`src/rtl/core/lpr_pkg.sv`:
```
// Shared types, sizes and codes for the IPv4 longest-prefix router core.
// Depends on nothing; imported by ipv4_longest_prefix_router_core.
`default_nettype none
package lpr_pkg;

   localparam int MAX_ROUTES     = 32;
   localparam int NUM_INTERFACES = 16;

   localparam int ADDR_W = (MAX_ROUTES > 1) ? $clog2(MAX_ROUTES) : 1;
   localparam int CNT_W  = $clog2(MAX_ROUTES + 1);
   localparam int IP_W   = 32;
   localparam int LEN_W  = 6;
   localparam int ITF_W  = 4;
   localparam int TTL_W  = 8;
   localparam int STAT_W = 3;

   localparam logic [LEN_W-1:0] LEN_FULL = LEN_W'(IP_W);

   localparam logic REQ_ADD   = 1'b0;
   localparam logic REQ_ROUTE = 1'b1;

   localparam logic [STAT_W-1:0] STATUS_ADDED   = 3'd0;
   localparam logic [STAT_W-1:0] STATUS_FULL    = 3'd1;
   localparam logic [STAT_W-1:0] STATUS_FWD     = 3'd2;
   localparam logic [STAT_W-1:0] STATUS_TTL     = 3'd3;
   localparam logic [STAT_W-1:0] STATUS_NOROUTE = 3'd4;

   typedef struct packed {
      logic [IP_W-1:0]  prefix;
      logic [LEN_W-1:0] len;
   } route_entry_type;

   typedef struct packed {
      logic             has_hop;
      logic [IP_W-1:0]  hop;
      logic [ITF_W-1:0] itf;
   } hop_entry_type;

   // Network mask with the top len bits set; len is at most 32.
   function automatic logic [IP_W-1:0] len_mask(input logic [LEN_W-1:0] len);
      len_mask = ~({IP_W{1'b1}} >> len);
   endfunction

endpackage
`default_nettype wire

```
`src/rtl/core/ipv4_longest_prefix_router_core.sv`:
```
// IPv4 longest-prefix router core: route table memories, scan sequencer and result registers.
// Depends on lpr_pkg for sizes, status codes and the prefix mask function.
`default_nettype none
// Usage:
// A transaction is offered on the req_ ports with start high and is taken at the
// rising edge where busy is low. req_type selects an add (route table append) or a
// route lookup. Every transaction produces exactly one response, shown on the rsp_
// ports for a single cycle with rsp_valid high; the receiver cannot stall it, so it
// must sample at that edge.
// An add, a lookup whose TTL is 0 or 1, and a lookup against an empty table answer
// in the cycle right after acceptance, and busy stays low, so one such transaction
// can be taken every cycle.
// A lookup against a table of n routes walks the table one entry per cycle through
// a single mask-and-compare unit fed by the registered read port of the route
// memory, then reads the forwarding data of the best entry and registers the
// response; busy is high until the response appears, so lookups do not overlap.
// Ties in prefix length go to the later entry; a zero-length prefix matches all.
// A synchronous reset empties the table (the route count returns to zero) and
// aborts any lookup in progress; table contents are not cleared.
module ipv4_longest_prefix_router_core
   import lpr_pkg::*;
(
   input  wire logic              clock,
   input  wire logic              reset,
   input  wire logic              start,
   output logic                   busy,
   input  wire logic              req_type,
   input  wire logic [IP_W-1:0]   req_route_prefix,
   input  wire logic [LEN_W-1:0]  req_prefix_length,
   input  wire logic              req_has_next_hop,
   input  wire logic [IP_W-1:0]   req_next_hop_addr,
   input  wire logic [ITF_W-1:0]  req_interface_index,
   input  wire logic [IP_W-1:0]   req_dest_addr,
   input  wire logic [TTL_W-1:0]  req_ttl_in,
   output logic                   rsp_valid,
   output logic [STAT_W-1:0]      rsp_status,
   output logic [ITF_W-1:0]       rsp_out_interface,
   output logic [IP_W-1:0]        rsp_out_next_hop,
   output logic [TTL_W-1:0]       rsp_ttl_out
);

   // Sequencer states.
   localparam logic [1:0] S_IDLE    = 2'd0;
   localparam logic [1:0] S_SCAN    = 2'd1;
   localparam logic [1:0] S_FETCH   = 2'd2;
   localparam logic [1:0] S_RESOLVE = 2'd3;

   localparam logic [CNT_W-1:0] COUNT_MAX = CNT_W'(MAX_ROUTES);

   // Route table: prefix and length are scanned, the forwarding data is read once.
   route_entry_type route_mem [MAX_ROUTES];
   hop_entry_type   hop_mem   [MAX_ROUTES];

   logic [1:0]          state_ff, state_in;
   logic [CNT_W-1:0]    count_ff, count_in;
   logic [CNT_W-1:0]    issue_ff, issue_in;
   logic                rd_valid_ff, rd_valid_in;
   logic [ADDR_W-1:0]   rd_idx_ff, rd_idx_in;
   route_entry_type     rd_entry_ff;
   hop_entry_type       hop_rd_ff;
   logic [IP_W-1:0]     dest_ff, dest_in;
   logic [TTL_W-1:0]    ttl_ff, ttl_in;
   logic                found_ff, found_in;
   logic [ADDR_W-1:0]   best_ff, best_in;
   logic [LEN_W-1:0]    best_len_ff, best_len_in;

   logic                rsp_valid_ff, rsp_valid_in;
   logic [STAT_W-1:0]   rsp_status_ff, rsp_status_in;
   logic [ITF_W-1:0]    rsp_itf_ff, rsp_itf_in;
   logic [IP_W-1:0]     rsp_hop_ff, rsp_hop_in;
   logic [TTL_W-1:0]    rsp_ttl_ff, rsp_ttl_in;

   logic                accept;
   logic                table_full;
   logic                mem_we;
   logic [LEN_W-1:0]    add_len;
   logic                entry_hit;
   logic [IP_W-1:0]     entry_mask;
   logic                last_compare;
   logic                itf_missing;

   assign busy       = (state_ff != S_IDLE);
   assign accept     = start && !busy;
   assign table_full = (count_ff == COUNT_MAX);
   assign mem_we     = accept && (req_type == REQ_ADD) && !table_full;
   assign add_len    = (req_prefix_length > LEN_FULL) ? LEN_FULL : req_prefix_length;

   // The shared compare unit: one table entry against the destination per cycle.
   assign entry_mask   = len_mask(rd_entry_ff.len);
   assign entry_hit    = (((dest_ff ^ rd_entry_ff.prefix) & entry_mask) == '0)
                         && (rd_entry_ff.len >= best_len_ff);
   assign last_compare = rd_valid_ff
                         && (CNT_W'(rd_idx_ff) == (count_ff - 1'b1));
   assign itf_missing  = (32'(hop_rd_ff.itf) >= 32'(NUM_INTERFACES));

   always_comb begin
      state_in      = state_ff;
      count_in      = count_ff;
      issue_in      = issue_ff;
      rd_valid_in   = 1'b0;
      rd_idx_in     = rd_idx_ff;
      dest_in       = dest_ff;
      ttl_in        = ttl_ff;
      found_in      = found_ff;
      best_in       = best_ff;
      best_len_in   = best_len_ff;
      rsp_valid_in  = 1'b0;
      rsp_status_in = rsp_status_ff;
      rsp_itf_in    = rsp_itf_ff;
      rsp_hop_in    = rsp_hop_ff;
      rsp_ttl_in    = rsp_ttl_ff;

      case (state_ff)
         S_IDLE: begin
            if (accept) begin
               rsp_itf_in = '0;
               rsp_hop_in = '0;
               rsp_ttl_in = '0;
               if (req_type == REQ_ADD) begin
                  rsp_valid_in  = 1'b1;
                  rsp_status_in = table_full ? STATUS_FULL : STATUS_ADDED;
                  if (!table_full) begin
                     count_in = count_ff + 1'b1;
                  end
               end else if (req_ttl_in <= TTL_W'(1)) begin
                  rsp_valid_in  = 1'b1;
                  rsp_status_in = STATUS_TTL;
               end else if (count_ff == '0) begin
                  rsp_valid_in  = 1'b1;
                  rsp_status_in = STATUS_NOROUTE;
               end else begin
                  state_in    = S_SCAN;
                  dest_in     = req_dest_addr;
                  ttl_in      = req_ttl_in;
                  issue_in    = '0;
                  found_in    = 1'b0;
                  best_in     = '0;
                  best_len_in = '0;
               end
            end
         end
         S_SCAN: begin
            // Issue side: one read of the route memory per cycle.
            if (issue_ff < count_ff) begin
               rd_valid_in = 1'b1;
               rd_idx_in   = issue_ff[ADDR_W-1:0];
               issue_in    = issue_ff + 1'b1;
            end
            // Compare side: a later hit of equal length replaces the earlier one.
            if (rd_valid_ff && entry_hit) begin
               found_in    = 1'b1;
               best_in     = rd_idx_ff;
               best_len_in = rd_entry_ff.len;
            end
            if (last_compare) begin
               state_in = S_FETCH;
            end
         end
         S_FETCH: begin
            state_in = S_RESOLVE;
         end
         S_RESOLVE: begin
            state_in     = S_IDLE;
            rsp_valid_in = 1'b1;
            if (!found_ff || itf_missing) begin
               rsp_status_in = STATUS_NOROUTE;
               rsp_itf_in    = '0;
               rsp_hop_in    = '0;
               rsp_ttl_in    = '0;
            end else begin
               rsp_status_in = STATUS_FWD;
               rsp_itf_in    = hop_rd_ff.itf;
               rsp_hop_in    = hop_rd_ff.has_hop ? hop_rd_ff.hop : dest_ff;
               rsp_ttl_in    = ttl_ff - 1'b1;
            end
         end
         default: begin
            state_in = S_IDLE;
         end
      endcase
   end

   // Control registers.
   always_ff @(posedge clock) begin
      if (reset) begin
         state_ff     <= S_IDLE;
         count_ff     <= '0;
         rd_valid_ff  <= 1'b0;
         rsp_valid_ff <= 1'b0;
      end else begin
         state_ff     <= state_in;
         count_ff     <= count_in;
         rd_valid_ff  <= rd_valid_in;
         rsp_valid_ff <= rsp_valid_in;
      end
   end

   // Payload registers.
   always_ff @(posedge clock) begin
      issue_ff      <= issue_in;
      rd_idx_ff     <= rd_idx_in;
      dest_ff       <= dest_in;
      ttl_ff        <= ttl_in;
      found_ff      <= found_in;
      best_ff       <= best_in;
      best_len_ff   <= best_len_in;
      rsp_status_ff <= rsp_status_in;
      rsp_itf_ff    <= rsp_itf_in;
      rsp_hop_ff    <= rsp_hop_in;
      rsp_ttl_ff    <= rsp_ttl_in;
   end

   // Route memories: one write port at the append address, registered reads.
   always_ff @(posedge clock) begin
      if (mem_we) begin
         route_mem[count_ff[ADDR_W-1:0]] <= '{prefix: req_route_prefix, len: add_len};
         hop_mem[count_ff[ADDR_W-1:0]]   <= '{has_hop: req_has_next_hop,
                                              hop:     req_next_hop_addr,
                                              itf:     req_interface_index};
      end
      rd_entry_ff <= route_mem[issue_ff[ADDR_W-1:0]];
      hop_rd_ff   <= hop_mem[best_ff];
   end

   assign rsp_valid         = rsp_valid_ff;
   assign rsp_status        = rsp_status_ff;
   assign rsp_out_interface = rsp_itf_ff;
   assign rsp_out_next_hop  = rsp_hop_ff;
   assign rsp_ttl_out       = rsp_ttl_ff;

   // The route count never passes the table size.
   a_count_bounded: assert property (@(posedge clock) disable iff (reset)
      count_ff <= COUNT_MAX)
      else $error("route count above table size");

   // Every accepted transaction either answers next cycle or starts a scan.
   a_accept_progress: assert property (@(posedge clock) disable iff (reset)
      accept |=> (rsp_valid_ff || state_ff == S_SCAN))
      else $error("accepted transaction neither answered nor scanning");

   // A forwarded datagram always leaves with a nonzero TTL.
   a_fwd_ttl: assert property (@(posedge clock) disable iff (reset)
      (rsp_valid_ff && rsp_status_ff == STATUS_FWD) |-> (rsp_ttl_ff != '0))
      else $error("forwarded datagram with zero TTL");

   // The scan issue pointer stays within the populated part of the table.
   a_issue_bounded: assert property (@(posedge clock) disable iff (reset)
      (state_ff == S_SCAN) |-> (issue_ff <= count_ff))
      else $error("scan pointer beyond route count");

endmodule
`default_nettype wire
```
`config.mk`:
```
export PLATFORM = sky130hd
export DESIGN_NAME = ipv4_longest_prefix_router_core
export DESIGN_NICKNAME = d
export VERILOG_FILES = /design/src/rtl/core/lpr_pkg.sv /design/src/rtl/core/ipv4_longest_prefix_router_core.sv
export SDC_FILE = /design/constraint.sdc
export NUM_CORES = 2
export LEC_CHECK = 0
export ABC_AREA = 0
export BUFFER_PORTS_ARGS = -buffer_cell sky130_fd_sc_hd__buf_2
export CAP_MARGIN = 20
export CELL_PAD_IN_SITES_DETAIL_PLACEMENT = 1
export CELL_PAD_IN_SITES_GLOBAL_PLACEMENT = 1
export CORE_UTILIZATION = 50
export CTS_CLUSTER_DIAMETER = 30
export DETAILED_ROUTE_END_ITERATION = 16
export PLACE_DENSITY = 0.67
export RECOVER_POWER = 100
export SYNTH_ARGS = -nofsm -noshare
export SYNTH_HDL_FRONTEND = slang
export SYNTH_SLANG_ARGS = --single-unit
```
`constraint.sdc`:
```
create_clock -name clock -period 7.34 [get_ports clock]
set_input_delay 0.734 -clock clock [delete_from_list [all_inputs] [get_ports clock]]
set_output_delay 0.734 -clock clock [all_outputs]
set_load 0.005 [all_outputs]
```
==> results by group <==
Die
  • # rows: roughly 160
  • Die H: approximately 450 um
  • Die Wd: between 400 and 500 um
  • Starting Density: 50.39%
  • Core area: just under 200,000 um^2
  • # IOs: approximately 170
  • Die area: ~200,000 um^2

Worst setup path
  • Required time of the critical path: between 7 and 8 ns
  • Critical path's slowest cell: clkbuf_1
  • Levels on crit path: 7
  • Reg2reg end: hop_mem[4][16]$_DFFE_PP_
  • CP Cell Sequence: inv_1 -> ha_1 -> nand2_1 -> a311oi_1 -> nand2_1 -> nor2_1 -> clkbuf_1
  • R2R setup slack: about 1.7 ns
  • CP Class: flop to flop
  • Worst Setup EP: hop_mem[4][16]$_DFFE_PP_
  • Worst reg2reg path depth: 7
  • CP bufs+invs: 2
  • Critical path arrival: slightly above 6 ns
  • Worst setup SP type: flop
  • Worst Setup SP: state_ff[1]$_SDFFE_PP0P_
  • CP max stage delay: 2.36 ns
  • Cell family with most CP delay: buffers and inverters
  • CP Max Fanout: 38
  • Most frequent CP cell: nand2_1
  • Critical path capture point type: flop
  • Reg-to-reg startpoint: state_ff[1]$_SDFFE_PP0P_

Route
  • Via/cell ratio: around 6
  • Iter 0 DRT Violations: 4,452
  • Drt pass-1 iters: 6
  • Vias: 46,764
  • DRT Wirelength: roughly 260 mm
  • Avg WL per Cell: around 34 um
  • Detailed-route DRC error count: 0
  • Routed Antenna Nets: 0

Clock network
  • Setup Fix Bufs, Post-CTS: 0
  • Clk sinks: 2,595
  • Clock Path Buffers: 4
  • H-tree Lvls: 6
  • Hold Buf Count CTS: 40
  • Clk Latency, worst-skew pair: around 0.96 ns
  • Clk pin slew, worst setup/hold paths: ~0.040 ns
  • Root buffer cell: clkbuf_16
  • CTS tree: built
  • Post_cts resized: 0
  • Clock buffer count from CTS: about 540

Yosys
  • Syn_nets: between 4,000 and 5,000
  • Asr flop ratio synth: 0%
  • Synth cell count leaders: 2,510 x edfxtp_1, 750 x mux4_2, 114 x clkbuf_1, 104 x nor2_1, 85 x dfxtp_1
  • Largest family of logic cells by synthesized area: multiplexers
  • Mean Syn Cell Area: between 20 and 25 um^2
  • Sequential area share after synthesis: between 70% and 80%
  • Synth area leaders: edfxtp_1 77%, mux4_2 17%, dfxtp_1 1.7%, mux2_2 0.86%, clkbuf_1 0.44%
  • FF+latch count, synth: 2,595
  • Mux cell area share after synthesis: between 10% and 20%
  • Post-synthesis compound-gate area fraction: less than 1%
  • Post-synth top flop: edfxtp_1
  • Post-Syn Area: slightly below 100,000 um^2
  • Synth top area share: about three quarters
  • Most common cell in the netlist: edfxtp_1
  • Xor/xnor cell area share of the yosys netlist: less than 1%
  • Post-synthesis simple-gate area fraction: less than 1%
  • Synth warn: 0
  • Number of flops mapped to enable cells by yosys: ~2,500
  • Mapped Cells: between 4,000 and 5,000
  • Leading area contributor after synthesis: edfxtp_1
  • Synth cell types: 54
  • Post-Synth Adder-Cell Area: less than 1%

Timing
  • Slew headroom: -172.9%
  • TNS Setup: 0 ns
  • Final min period: between 5 and 6 ns
  • Clock skew: between 0.05 and 0.06 ns
  • Final setup vio count: 0
  • Unrepaired setup endpoints after global routing: false
  • Slew Limit Fails: 1,709
  • Final hold vios: 0
  • Slew @ Worst Pin: around 4 ns
  • Fmax: 175.8 MHz
  • Final Cycle Share: 77.48%

GRT
  • Pin count of the biggest net entering global routing: around 150
  • Global-route usage over all layers: a little over a quarter
  • Vias in the first global route: 50,964
  • Initial antenna violation count: 17
  • First-pass GRT wire length: 370.6 mm
  • Grt total ovfl: 0

Layout
  • Register area: about 77,000 um^2
  • Layout Cells excl Fill: between 7,000 and 8,000
  • P&R area growth vs syn: 22.39%
  • Footprint of the multi-input gates: about 20,000 um^2
  • Final Util: 61.67%
  • Nets@finish: between 4,000 and 5,000
  • Layout cell share with drive strength beyond 1: 34.26%
  • Filler cell count: between 15,000 and 20,000

Min path
  • Hold path cells: 2
  • Worst min path class: input port to flop

Power and ir drop
  • P per Cell Area: 380.9 nW/um^2
  • Leak Pwr: 0.03892 uW
  • Maximum VDD drop: ~330 uV

Place
  • GPL Wtd Cong: 0.8078
  • Dpl cells: between 6,000 and 7,000
  • Port Buffer Count: between 150 and 200
  • Dpl hpwl: between 100 and 150 mm

Run status
  • Status: finished, violations left
  • Failing checks: capacitance limit, slew limit

Run
  • Max-cap viol count: 51
## state kept, by name, indices dropped and copies added, names as in the netlist, 8 cells and up
register,flops
rsp_ttl_out,8
rd_entry_ff,38
dest_ff,32
hop_rd_ff,37
rsp_out_next_hop,32
hop_mem,1184
ttl_ff,8
route_mem,1216
## metrics by stage
stage	setup slack (ns)	cell area [um^2]	total power [uW]	hold slack, ns
global route	1.367	120300	47030	0.1588
floorplan	2.015	98260	20550	0.4523
CTS	2.919	120700	46160	0.1265
detailed placement	2.950	102600	22390	0.5400
finish	1.653	120300	45810	0.1811
global placement	3.017	102600	22330	0.5294
## how the worst min path moves through the flow
stage	startpoint	end	slack (ns)
floorplan	issue_ff[2]$_SDFFCE_PN0P_	rd_idx_ff[2]$_DFFE_PP_	0.45
global placement	hop_rd_ff[0]$_DFF_P_	rsp_out_interface[0]$_SDFFCE_PN0P_	0.53
detailed placement	hop_rd_ff[0]$_DFF_P_	rsp_out_interface[0]$_SDFFCE_PN0P_	0.54
CTS	reset	count_ff[3]$_SDFFE_PP0P_	0.13
global route	reset	count_ff[3]$_SDFFE_PP0P_	0.16
finish	reset	count_ff[3]$_SDFFE_PP0P_	0.18
## per-layer routing
layer / part of all wire, % / wire (um) / GRT usage, %
met5: 0.026 / 67 / 0
met4: 3.4 / 8974 / 10.40
met3: 6.2 / 16200 / 4.936
met2: 51 / 133400 / 44.43
met1: 39 / 101600 / 34.81
## cells in the final DEF, fill, tap and decap left out, types with 13 or more instances in the layout
cell type and count:
mux4_2 750, buf_2 56, buf_12 21, dlygate4sd3_1 40
nand2_1 20, dfxtp_1 84, mux2_2 56, clkinvlp_4 38
clkbuf_1 225, ha_1 21, nand3_1 16, bufinv_16 63
buf_4 38, clkinv_2 77, clkinv_1 76, inv_1 20
xnor2_1 32, clkbuf_2 13, inv_6 19, xor2_1 21
mux2i_1 32, clkbuf_16 559, a21oi_1 20, nor2_1 92
edfxtp_1 2510, mux2_1 19
## layout make-up
type                       count  area share (%)
antenna                        5         0.01040
clock buffer                 659           11.99
clock inverter               293           2.715
inverter                      22         0.06867
multi-input combinational   1189           16.79
sequential                  2595           64.09
tap                         2624           2.730
timing repair buffer         298           1.613
## cells by family after synthesis
| logic type | Yosys count |
|---|---|
| buffers and inverters | 220 |
| and+or+nand+nor | 184 |
| AOI/OAI and AO/OA | 74 |
| adders and majority gates | 21 |
| DFF | 2595 |
| muxes | 857 |
| xor gates and xnor gates | 53 |
## worst reg2reg max path: stages, from the launching register on
cell and delay [ns]:
dfxtp_1 0.32, inv_1 0.12, ha_1 0.30, nand2_1 0.23, a311oi_1 0.95, nand2_1 0.55, nor2_1 0.29, clkbuf_1 2.36
## power breakdown
group | total [uW] | internal, uW | switching (uW)
registers | 17100 | 16700 | 415
logic | 5020 | 2360 | 2660
clock network | 23600 | 16100 | 7580
total | 45800 | 35200 | 10700
Power figures use the tool's default switching activity.
